**src/hdl/dtpa_pkg.sv**
```systemverilog
// Shared types and constants for the delayed threshold protection alarm.
`timescale 1ns / 1ps

package dtpa_pkg;

    localparam int CFG_DATA_W = 16;
    localparam int CFG_IDX_W  = 3;

    localparam logic [CFG_IDX_W-1:0] REG_ENABLE     = 3'd0;
    localparam logic [CFG_IDX_W-1:0] REG_ALARM_MODE = 3'd1;
    localparam logic [CFG_IDX_W-1:0] REG_TRIP_DIR   = 3'd2;
    localparam logic [CFG_IDX_W-1:0] REG_HYSTERESIS = 3'd3;
    localparam logic [CFG_IDX_W-1:0] REG_THRESHOLD  = 3'd4;
    localparam logic [CFG_IDX_W-1:0] REG_TIMEOUT    = 3'd5;
    localparam logic [CFG_IDX_W-1:0] REG_SCALE      = 3'd6;

    localparam logic [1:0] MODE_LATCHED = 2'd0;
    localparam logic [1:0] MODE_AUTO    = 2'd1;
    localparam logic [1:0] MODE_STALL   = 2'd2;

    localparam int TIMER_W = 32;

    typedef struct packed {
        logic               enable;
        logic [1:0]         alarm_mode;
        logic               trip_direction;
        logic [7:0]         hysteresis;
        logic signed [15:0] threshold;
        logic [15:0]        timeout;
        logic [15:0]        scale;
    } t_cfg;

endpackage

```
**src/hdl/dtpa_cfg.sv**
```systemverilog
// Configuration register file for the protection alarm.
`timescale 1ns / 1ps

module dtpa_cfg
    import dtpa_pkg::*;
(
    input  logic                  i_clk,
    input  logic                  i_rst_n,
    input  logic                  i_cfg_we,
    input  logic [CFG_IDX_W-1:0]  i_cfg_idx,
    input  logic [CFG_DATA_W-1:0] i_cfg_wdata,
    output t_cfg                  o_cfg
);

    t_cfg r_cfg;

    always_ff @(posedge i_clk) begin
        if (!i_rst_n) begin
            r_cfg.enable         <= 1'b0;
            r_cfg.alarm_mode     <= MODE_LATCHED;
            r_cfg.trip_direction <= 1'b0;
            r_cfg.hysteresis     <= '0;
            r_cfg.threshold      <= '0;
            r_cfg.timeout        <= '0;
            r_cfg.scale          <= 16'd1;
        end else if (i_cfg_we) begin
            case (i_cfg_idx)
                REG_ENABLE:     r_cfg.enable         <= i_cfg_wdata[0];
                REG_ALARM_MODE: r_cfg.alarm_mode     <= i_cfg_wdata[1:0];
                REG_TRIP_DIR:   r_cfg.trip_direction <= i_cfg_wdata[0];
                REG_HYSTERESIS: r_cfg.hysteresis     <= i_cfg_wdata[7:0];
                REG_THRESHOLD:  r_cfg.threshold      <= $signed(i_cfg_wdata[15:0]);
                REG_TIMEOUT:    r_cfg.timeout        <= i_cfg_wdata[15:0];
                REG_SCALE:      r_cfg.scale          <= i_cfg_wdata[15:0];
                default: begin
                end
            endcase
        end
    end

    assign o_cfg = r_cfg;

endmodule

```
**src/hdl/dtpa_core.sv**
```systemverilog
// Alarm state (trip timer, reference sample, flag) and its next-state logic.
`timescale 1ns / 1ps

module dtpa_core
    import dtpa_pkg::*;
#(
    parameter int SAMPLE_WIDTH = 16
) (
    input  logic                    i_clk,
    input  logic                    i_rst_n,
    input  logic                    i_fire,
    input  logic [SAMPLE_WIDTH-1:0] i_sample,
    input  logic                    i_clear,
    input  t_cfg                    i_cfg,
    output logic                    o_alarm_next
);

    localparam int CW = ((SAMPLE_WIDTH > 16) ? SAMPLE_WIDTH : 16) + 2;
    localparam int MW = ((SAMPLE_WIDTH + 1) > 16) ? (SAMPLE_WIDTH + 1) : 16;

    logic [TIMER_W-1:0]      r_timer, n_timer;
    logic [SAMPLE_WIDTH-1:0] r_ref, n_ref;
    logic                    r_alarm, n_alarm;

    logic [TIMER_W-1:0]      limit;
    logic [TIMER_W-1:0]      timer_inc;
    logic signed [CW-1:0]    s_ext, thr_ext, hys_ext;
    logic signed [SAMPLE_WIDTH:0] diff;
    logic [SAMPLE_WIDTH:0]   diff_mag;
    logic [MW-1:0]           mag_ext, thr_u_ext;
    logic                    flag_in, beyond, release_hit;

    always_comb begin
        limit     = TIMER_W'(i_cfg.timeout) * TIMER_W'(i_cfg.scale);
        timer_inc = r_timer + TIMER_W'(1);

        s_ext   = $signed({{(CW - SAMPLE_WIDTH){i_sample[SAMPLE_WIDTH-1]}}, i_sample});
        thr_ext = $signed({{(CW - 16){i_cfg.threshold[15]}}, i_cfg.threshold});
        hys_ext = $signed({{(CW - 8){1'b0}}, i_cfg.hysteresis});

        diff      = $signed({i_sample[SAMPLE_WIDTH-1], i_sample})
                  - $signed({r_ref[SAMPLE_WIDTH-1], r_ref});
        diff_mag  = diff[SAMPLE_WIDTH] ? (SAMPLE_WIDTH + 1)'(-diff)
                                       : (SAMPLE_WIDTH + 1)'(diff);
        mag_ext   = MW'(diff_mag);
        thr_u_ext = MW'($unsigned(i_cfg.threshold));

        beyond      = i_cfg.trip_direction ? (s_ext >= thr_ext) : (s_ext <= thr_ext);
        release_hit = i_cfg.trip_direction ? (s_ext <= thr_ext - hys_ext)
                                           : (s_ext >= thr_ext + hys_ext);

        flag_in = r_alarm & ~i_clear;
        n_timer = r_timer;
        n_ref   = r_ref;
        n_alarm = flag_in;

        if (!i_cfg.enable) begin
            if (i_cfg.alarm_mode == MODE_AUTO || i_cfg.alarm_mode == MODE_STALL) begin
                n_alarm = 1'b0;
            end
            n_timer = '0;
            n_ref   = i_sample;
        end else if (i_cfg.alarm_mode == MODE_STALL) begin
            if (mag_ext >= thr_u_ext) begin
                n_timer = '0;
                n_ref   = i_sample;
            end else if (r_timer < limit) begin
                n_timer = timer_inc;
            end else begin
                n_alarm = 1'b1;
            end
        end else if (!flag_in) begin
            if (!beyond) begin
                if (r_timer != '0) begin
                    n_timer = r_timer - TIMER_W'(1);
                end
            end else if (timer_inc >= limit) begin
                n_alarm = 1'b1;
                n_timer = '0;
            end else begin
                n_timer = timer_inc;
            end
        end else if (i_cfg.alarm_mode == MODE_AUTO) begin
            if (release_hit) begin
                n_alarm = 1'b0;
            end
        end
    end

    always_ff @(posedge i_clk) begin
        if (!i_rst_n) begin
            r_timer <= '0;
            r_ref   <= '0;
            r_alarm <= 1'b0;
        end else if (i_fire) begin
            r_timer <= n_timer;
            r_ref   <= n_ref;
            r_alarm <= n_alarm;
        end
    end

    assign o_alarm_next = n_alarm;

    // state only moves on a processed beat
    a_state_holds: assert property (@(posedge i_clk) disable iff (!i_rst_n)
        !i_fire |=> $stable(r_alarm) && $stable(r_timer) && $stable(r_ref))
        else $error("alarm state changed without a beat");

    a_disabled_timer: assert property (@(posedge i_clk) disable iff (!i_rst_n)
        i_fire && !i_cfg.enable |=> r_timer == '0 && r_ref == $past(i_sample))
        else $error("disabled beat did not reset timer and reference");

    a_trip_clears_timer: assert property (@(posedge i_clk) disable iff (!i_rst_n)
        $rose(r_alarm) && $past(i_cfg.alarm_mode) != MODE_STALL |-> r_timer == '0)
        else $error("threshold trip left timer running");

endmodule

```
**src/hdl/delayed_threshold_protection_alarm_top.sv**
```systemverilog
// An accepted input beat waits in the input register (r_sample, r_clear); once the
// output register is free, its result is registered into r_alarm_out with o_out_valid.
// Throughput: one beat per cycle unless the output stalls.
// A result waiting on a stalled output still lets one further input beat in.
// Reset (i_rst_n low, synchronous) clears handshake state, alarm state and
// configuration; scale resets to 1, everything else to 0.
`timescale 1ns / 1ps

module delayed_threshold_protection_alarm_top
    import dtpa_pkg::*;
#(
    parameter int SAMPLE_WIDTH = 16
) (
    input  logic                    i_clk,
    input  logic                    i_rst_n,
    input  logic                    i_cfg_we,
    input  logic [CFG_IDX_W-1:0]    i_cfg_idx,
    input  logic [CFG_DATA_W-1:0]   i_cfg_wdata,
    input  logic                    i_in_valid,
    output logic                    o_in_stall,
    input  logic [SAMPLE_WIDTH-1:0] i_sample,
    input  logic                    i_external_clear,
    output logic                    o_out_valid,
    input  logic                    i_out_stall,
    output logic                    o_alarm
);

    t_cfg                    cfg;
    logic                    r_in_valid;
    logic [SAMPLE_WIDTH-1:0] r_sample;
    logic                    r_clear;
    logic                    r_out_valid;
    logic                    r_alarm_out;
    logic                    fire;
    logic                    alarm_next;

    dtpa_cfg u_cfg (
        .i_clk       (i_clk),
        .i_rst_n     (i_rst_n),
        .i_cfg_we    (i_cfg_we),
        .i_cfg_idx   (i_cfg_idx),
        .i_cfg_wdata (i_cfg_wdata),
        .o_cfg       (cfg)
    );

    dtpa_core #(
        .SAMPLE_WIDTH (SAMPLE_WIDTH)
    ) u_core (
        .i_clk        (i_clk),
        .i_rst_n      (i_rst_n),
        .i_fire       (fire),
        .i_sample     (r_sample),
        .i_clear      (r_clear),
        .i_cfg        (cfg),
        .o_alarm_next (alarm_next)
    );

    assign fire       = r_in_valid && (!r_out_valid || !i_out_stall);
    assign o_in_stall = r_in_valid && !fire;

    always_ff @(posedge i_clk) begin
        if (!i_rst_n) begin
            r_in_valid <= 1'b0;
        end else if (!o_in_stall) begin
            r_in_valid <= i_in_valid;
        end
    end

    always_ff @(posedge i_clk) begin
        if (!o_in_stall && i_in_valid) begin
            r_sample <= i_sample;
            r_clear  <= i_external_clear;
        end
    end

    always_ff @(posedge i_clk) begin
        if (!i_rst_n) begin
            r_out_valid <= 1'b0;
        end else if (fire) begin
            r_out_valid <= 1'b1;
        end else if (!i_out_stall) begin
            r_out_valid <= 1'b0;
        end
    end

    always_ff @(posedge i_clk) begin
        if (fire) begin
            r_alarm_out <= alarm_next;
        end
    end

    assign o_out_valid = r_out_valid;
    assign o_alarm     = r_alarm_out;

    a_fire_gives_result: assert property (@(posedge i_clk) disable iff (!i_rst_n)
        fire |=> r_out_valid && r_alarm_out == $past(alarm_next))
        else $error("processed beat did not reach the output register");

    a_stall_needs_item: assert property (@(posedge i_clk) disable iff (!i_rst_n)
        o_in_stall |-> r_in_valid && r_out_valid)
        else $error("input stalled with a free stage");

    a_pending_kept: assert property (@(posedge i_clk) disable iff (!i_rst_n)
        r_in_valid && !fire |=> r_in_valid && $stable(r_sample) && $stable(r_clear))
        else $error("pending input beat lost");

endmodule

```
**config.mk**
```make
export PLATFORM = sky130hd
export DESIGN_NAME = delayed_threshold_protection_alarm_top
export DESIGN_NICKNAME = d
export VERILOG_FILES = /design/src/hdl/dtpa_pkg.sv /design/src/hdl/dtpa_cfg.sv /design/src/hdl/dtpa_core.sv /design/src/hdl/delayed_threshold_protection_alarm_top.sv
export SDC_FILE = /design/constraint.sdc
export NUM_CORES = 1
export LEC_CHECK = 0
export BUFFER_PORTS_ARGS = -buffer_cell sky130_fd_sc_hd__buf_4
export CAP_MARGIN = 20
export CORE_MARGIN = 5
export CORE_UTILIZATION = 60
export DETAILED_ROUTE_END_ITERATION = 7
export GPL_ROUTABILITY_DRIVEN = 0
export PLACE_DENSITY = 0.8
export SLEW_MARGIN = 30
export SYNTH_ARGS = -nofsm -noshare
export SYNTH_HDL_FRONTEND = slang
export SYNTH_SLANG_ARGS = --single-unit
```
**constraint.sdc**
```tcl
create_clock -name i_clk -period 8.6 [get_ports i_clk]
set_input_delay 0.86 -clock i_clk [delete_from_list [all_inputs] [get_ports i_clk]]
set_output_delay 0.86 -clock i_clk [all_outputs]
set_load 0.02 [all_outputs]
```
-- Word level (Yosys, flattened, before mapping)
Index checks and enable logic that the tools add are counted.
- $add $sub $neg: 6
- multipliers: 1
- order comparisons: 7
- equality and inequality tests: 14
- muxes and demuxes: 26
- bitwise operators: 2
- reductions and logical operators: 20
- operator list (cell ; number):
    $mux W32 ; 8
    $mux W16 ; 3
    $add A32 B1 Y32 const B ; 1
    $ge A32 B32 Y1 ; 1
    $lt A32 B32 Y1 ; 1
    $mul A16 B16 Y32 ; 1
    $reduce_bool A32 Y1 ; 1
    $sub A32 B1 Y32 const B ; 1
    $add A16 B9 Y17 ; 1
    $ge A16 B17 Y1 ; 1
    $ge A17 B16 Y1 ; 1
    $le A16 B17 Y1 ; 1
    $mux W17 ; 1
    $neg A17 Y17 ; 1
    $sub A16 B16 Y17 ; 1
    $sub A16 B9 Y17 ; 1
    $ge A16 B16 Y1 ; 1
    $le A16 B16 Y1 ; 1
    $mux W1 ; 14
    $reduce_and A2 Y1 ; 7
    $eq A3 B3 Y1 const B ; 3
    $eq A3 B2 Y1 const B ; 2
    $ne A2 B1 Y1 const B ; 3
    $logic_not A1 Y1 ; 4
    13 further kinds ; 16
- register bits after elaboration: 129
- input port bits: 41

-- Logic depth before layout (Yosys ltp)
- depth after elaboration: 8
- gate-level depth with buffers: 38
- mapped depth without buffers: 35

-- Modules after synthesis
A second synthesis with hierarchy kept.
- cells, all modules: 2380
- area total of the unflattened synthesis: 20090.5 um^2
- by module, submodules not included (module ; instances ; cells each ; area an instance (um^2) ; seq. area each (um^2)):
    dtpa_core ; 1 ; 2134 ; 17189.0 ; 980.9
    dtpa_cfg ; 1 ; 220 ; 2277.2 ; 1201.2
    delayed_threshold_protection_alarm_top ; 1 ; 26 ; 624.3 ; 580.6

-- Worst setup path before layout
OpenSTA, ideal clock, no wires.
- path type: flip-flop to flip-flop
- start: register u_cfg.r_cfg, in the netlist u_cfg.o_cfg[9]
- end: register u_core.r_timer[19]
- arrival time: 8.155 ns
- data required time: 8.525 ns
- slack: 0.370 ns
- cell stages (with the launch flop): 38
- buffers on the path: 4
- clock period less this slack: 8.230 ns
- cell sequence: dfxtp_1 > clkbuf_1 > clkbuf_1 > nand2_1 > fa_1 > inv_1 > fa_1 > inv_1 > fa_1 > inv_1 > fa_1 > fa_1 > inv_1 > fa_1 > inv_1 > ha_1 > and3_1 > and2_1 > [... 2 more ...] > a21oi_1 > nor2b_1 > o21ai_0 > a21o_1 > nand2_1 > ha_1 > o21ai_0 > o21bai_1 > a21o_1 > a211oi_1 > a22oi_1 > o221ai_1 > nand3_1 > o31ai_2 > buf_2 > buf_2 > a31oi_1 > o22ai_1
- cells in the longest elaborated chain, start to end: 7
- elaborated cells on any way between the ends: 10
- classes of those cells: 1 x mul; 2 x order compare; 1 x eq/ne; 5 x mux; 1 x reduce/logical
- ends and longest elaborated chain (what ; line ; source):
    start: declaration ; dtpa_cfg.sv:15 ; t_cfg r_cfg;
    $mul A16 B16 Y32 * ; dtpa_core.sv:34 ; limit = TIMER_W'(i_cfg.timeout) * TIMER_W'(i_cfg.scale);
    $ge A32 B32 Y1 ; dtpa_core.sv:77 ; end else if (timer_inc >= limit) begin
    $mux W32 ; dtpa_core.sv:77 ;
    $mux W32 ; dtpa_core.sv:73 ; if (!beyond) begin
    $mux W32 ; dtpa_core.sv:72 ; end else if (!flag_in) begin
    $mux W32 ; dtpa_core.sv:63 ; end else if (i_cfg.alarm_mode == MODE_STALL) begin
    $mux W32 ; dtpa_core.sv:57 ; if (!i_cfg.enable) begin
    end signal: assignment ; dtpa_core.sv:96 ; r_timer <= n_timer;
    end: declaration ; dtpa_core.sv:21 ; logic [TIMER_W-1:0] r_timer, n_timer;
Mark *: on every way between the ends. The rest lies on a longest branch, timed or not. The select of a mux whose other input is x is not followed.
A chain may end at the register's enable or synchronous reset.

-- Worst setup path in the final report
- start: register u_cfg.r_cfg, in the netlist u_cfg.o_cfg[5]
- end: register u_core.r_timer[4]
The elaborated chain is that of the path after synthesis.

==> flow_summary_export.csv <==
group,metric,value,unit
route,first_pass_iters,8,
synth,synth.avg_cell_area,8.29,µm²
cts,clockBufferDepth,2,
route,wl,53700,µm
timing,hold_ws,503,ps
timing,slew_headroom,0.409,
route,post-route-drc-count,6,
hold_path,worstHoldStart,"u_cfg.o_cfg[52]",
critical_path,crit_fanout,10,
global_routing,grt_pass1_vias,17900,
route,wl_per_cell,18.5,µm
layout,register_area,0.00278,mm²
cts,cts_tree,"built",
critical_path,end_kind,"flop",
synth,synth_cell_types,78,
global_routing,grt_max_degree,115,
power_and_ir_drop,total_power,2.04,mW
layout,drive_gt1_frac,0.0963,
layout,fillers,2571,
global_routing,grt.overflow.total,0,
layout,nets,2956,
synth,ys_seq_area_frac,0.139,
critical_path,cp.required,8940,ps
synth,syn_nets,2906,
floorplan,num_io_pins,44,
power_and_ir_drop,p_leak,9.91,nW
layout,syn_to_final_growth,10.1,%
cts,numCtsBuffers,17,
timing,hold_violations,0,
critical_path,rrSetupSlack,250,ps
synth,netlist_instances,2398,
route,ant_nets,0,
critical_path,worstPathArrival,8690,ps
placement,hpwl,42600,µm
synth,ys.flop_type,"dfxtp_1",
placement,io_buffers,43,
hold_path,worstHoldPathType,"flop to flop",
timing,fmax,120,MHz
floorplan,die_w,192,µm
synth,ys_warn_count,0,
cts,cts_hold_buf,0,
timing,worst_slew_pin_slew,885,ps
critical_path,slowest_stage,"fa_1",
global_routing,grt_pass1_wl,88200,µm
cts,clk_pin_slew,60,ps
synth,ys_ff_latch,129,
critical_path,crit_type,"flop to flop",
critical_path,max_stage_delay,560,ps
power_and_ir_drop,vdd_drop_max,0.149,mV
critical_path,start_kind,"flop",
route,vias,17600,
synth,async_flop_share,0,
timing,post-route-min-period,8350,ps
placement,dp_cells,2863,
route,via_per_inst,6.06,
timing,fin_skew,12.4,ps
cts,htreeDepth,4,
cts,cts_root_buf,"clkbuf_16",
layout,layout.cells.non_filler,2903,
power_and_ir_drop,powerDensity,93.0,mW/mm²
floorplan,die_h,192,µm
synth,synth_edf_count,18,
timing,setup_viol,0,
floorplan,core,0.0326,mm²
global_routing,antenna_found_initial,0,
route,first_iter_violations,1348,
floorplan,dieArea,0.0369,mm²
floorplan,initial_core_util,0.609,
layout,multi_input_area,0.0156,mm²
cts,clock-sinks,129,
timing,slew_viol_final,0,
job,maxCapViolCount,0,
layout,diodes,0,
critical_path,cpMostUsedCell,"fa_1",
global_routing,grt_usage,0.295,
timing,finalSetupTns,0,ps
outcome,status,"finished, violations left",
critical_path,crit_start,"u_cfg.o_cfg[5]",
synth,syn-cell-area,0.0199,mm²
floorplan,rows,66,
critical_path,r2r-start,"u_cfg.o_cfg[5]",
outcome,violations,"DRC",
timing,finalCritPeriodShare,0.971,
cts,clkLatencyLatePin,450,ps
cell usage after synthesis (20+ instances only):
| master | number | area share |
|---|---|---|
| a21oi_1 | 94 | 0.024 |
| and3_1 | 20 | 0.0063 |
| inv_1 | 320 | 0.060 |
| xor2_1 | 41 | 0.018 |
| nand2_1 | 325 | 0.061 |
| a21boi_0 | 62 | 0.023 |
| nand3_1 | 46 | 0.012 |
| nand4_1 | 29 | 0.0091 |
| nor2_1 | 92 | 0.017 |
| nand2b_1 | 22 | 0.0069 |
| a211oi_1 | 20 | 0.0076 |
| nor2b_1 | 37 | 0.012 |
| fa_1 | 197 | 0.20 |
| a21o_1 | 32 | 0.012 |
| ha_1 | 270 | 0.17 |
| and2_1 | 124 | 0.039 |
| xnor2_1 | 84 | 0.037 |
| clkbuf_1 | 87 | 0.016 |
| o21ai_0 | 78 | 0.020 |
| dfxtp_1 | 111 | 0.11 |
| nor3_1 | 34 | 0.0086 |
sequential cells by signal, indices dropped and copies added (netlist names):
name / cells
u_core.r_alarm: 1
r_clear: 1
u_core.r_ref: 16
r_sample: 16
u_cfg.o_cfg: 60
r_in_valid: 1
u_core.r_timer: 32
o_alarm: 1
o_out_valid: 1
power breakdown:
group	internal (mW)	total, mW	switching (mW)
clock network	0.432	0.752	0.320
logic	0.266	0.615	0.349
registers	0.632	0.669	0.0366
total	1.33	2.04	0.706
cells by family after synthesis:
group           Yosys count  share of synthesized area
simple gates            791                      0.196
fa+ha+maj               467                      0.369
compound gates          441                      0.149
buf+inv                 426                     0.0828
flops                   129                      0.139
xor+xnor                125                     0.0551
mux                      19                    0.00963
worst paths after layout:
kind,end,cells past startpoint
hold / removal,u_cfg.o_cfg[52],2
setup reg to reg,u_core.r_timer[4],31
hold reg to reg,u_cfg.o_cfg[52],2
setup / recovery,u_core.r_timer[4],31
repair_timing:
action,4_1_cts,5_1_grt
endpoints found under the setup margin,24,34
gates resized for setup,9,42
pin swaps,1,15
gates cloned,0,2
buffers inserted,0,6
endpoints found under the hold margin,0,0
worst max-delay path, delay by kind of cell, from the launching register on:
family / cells / cell delay [ps]
AO/OA/AOI/OAI: 9 / 2050
buffers and inverters: 7 / 740
flip-flops: 1 / 340
AND/OR/NAND/NOR: 6 / 1390
adder cells (fa/ha/maj): 8 / 3480
XOR/XNOR: 1 / 250
through the flow:
step | utilization | worst slack, ps | cell area (µm²)
3_5_place_dp | 0.644 | -120 | 21000
4_1_cts | 0.663 | 17.5 | 21600
6_report | 0.671 | 252 | 21900
5_1_grt | 0.671 | -61.5 | 21900
2_1_floorplan | - | 370 | 19900
3_3_place_gp | 0.644 | 108 | 21000
cell type report:
type	instances	area share
clock buffer	19	0.0198
sequential	129	0.127
multi-input combinational	1843	0.714
timing repair buffer	136	0.0519
clock inverter	13	0.00703
inverter	321	0.0551
tap	442	0.0253
layout by cell type, fill, tap and decap left out, types with 9 or more instances in the layout:
cell type,count
nor2b_1,37
a21oi_1,87
a21boi_0,62
ha_1,269
and4_1,10
a211oi_1,15
or3_1,15
dfxtp_1,95
nand3_1,45
o21a_1,18
and3_1,20
dfxtp_2,16
o22ai_1,11
or2_2,10
o21ai_1,9
xnor2_1,83
xor2_1,41
inv_1,320
edfxtp_1,18
o211ai_1,15
nor3_1,33
nor4_1,14
clkbuf_16,19
a221oi_1,12
o21ai_0,73
a22oi_1,12
a31oi_1,12
nor2_1,91
nand2_1,325
buf_4,127
mux2i_1,18
fa_1,196
a21o_1,32
nand2b_1,22
and2_1,124
nand4_1,29
per-layer routing:
layer  track usage  wire, µm
met5             0         0
met4         0.136      2600
met3        0.0427      3620
met2         0.509     26400
met1         0.365     21200
No activity file was read; power rests on OpenSTA's default activity.
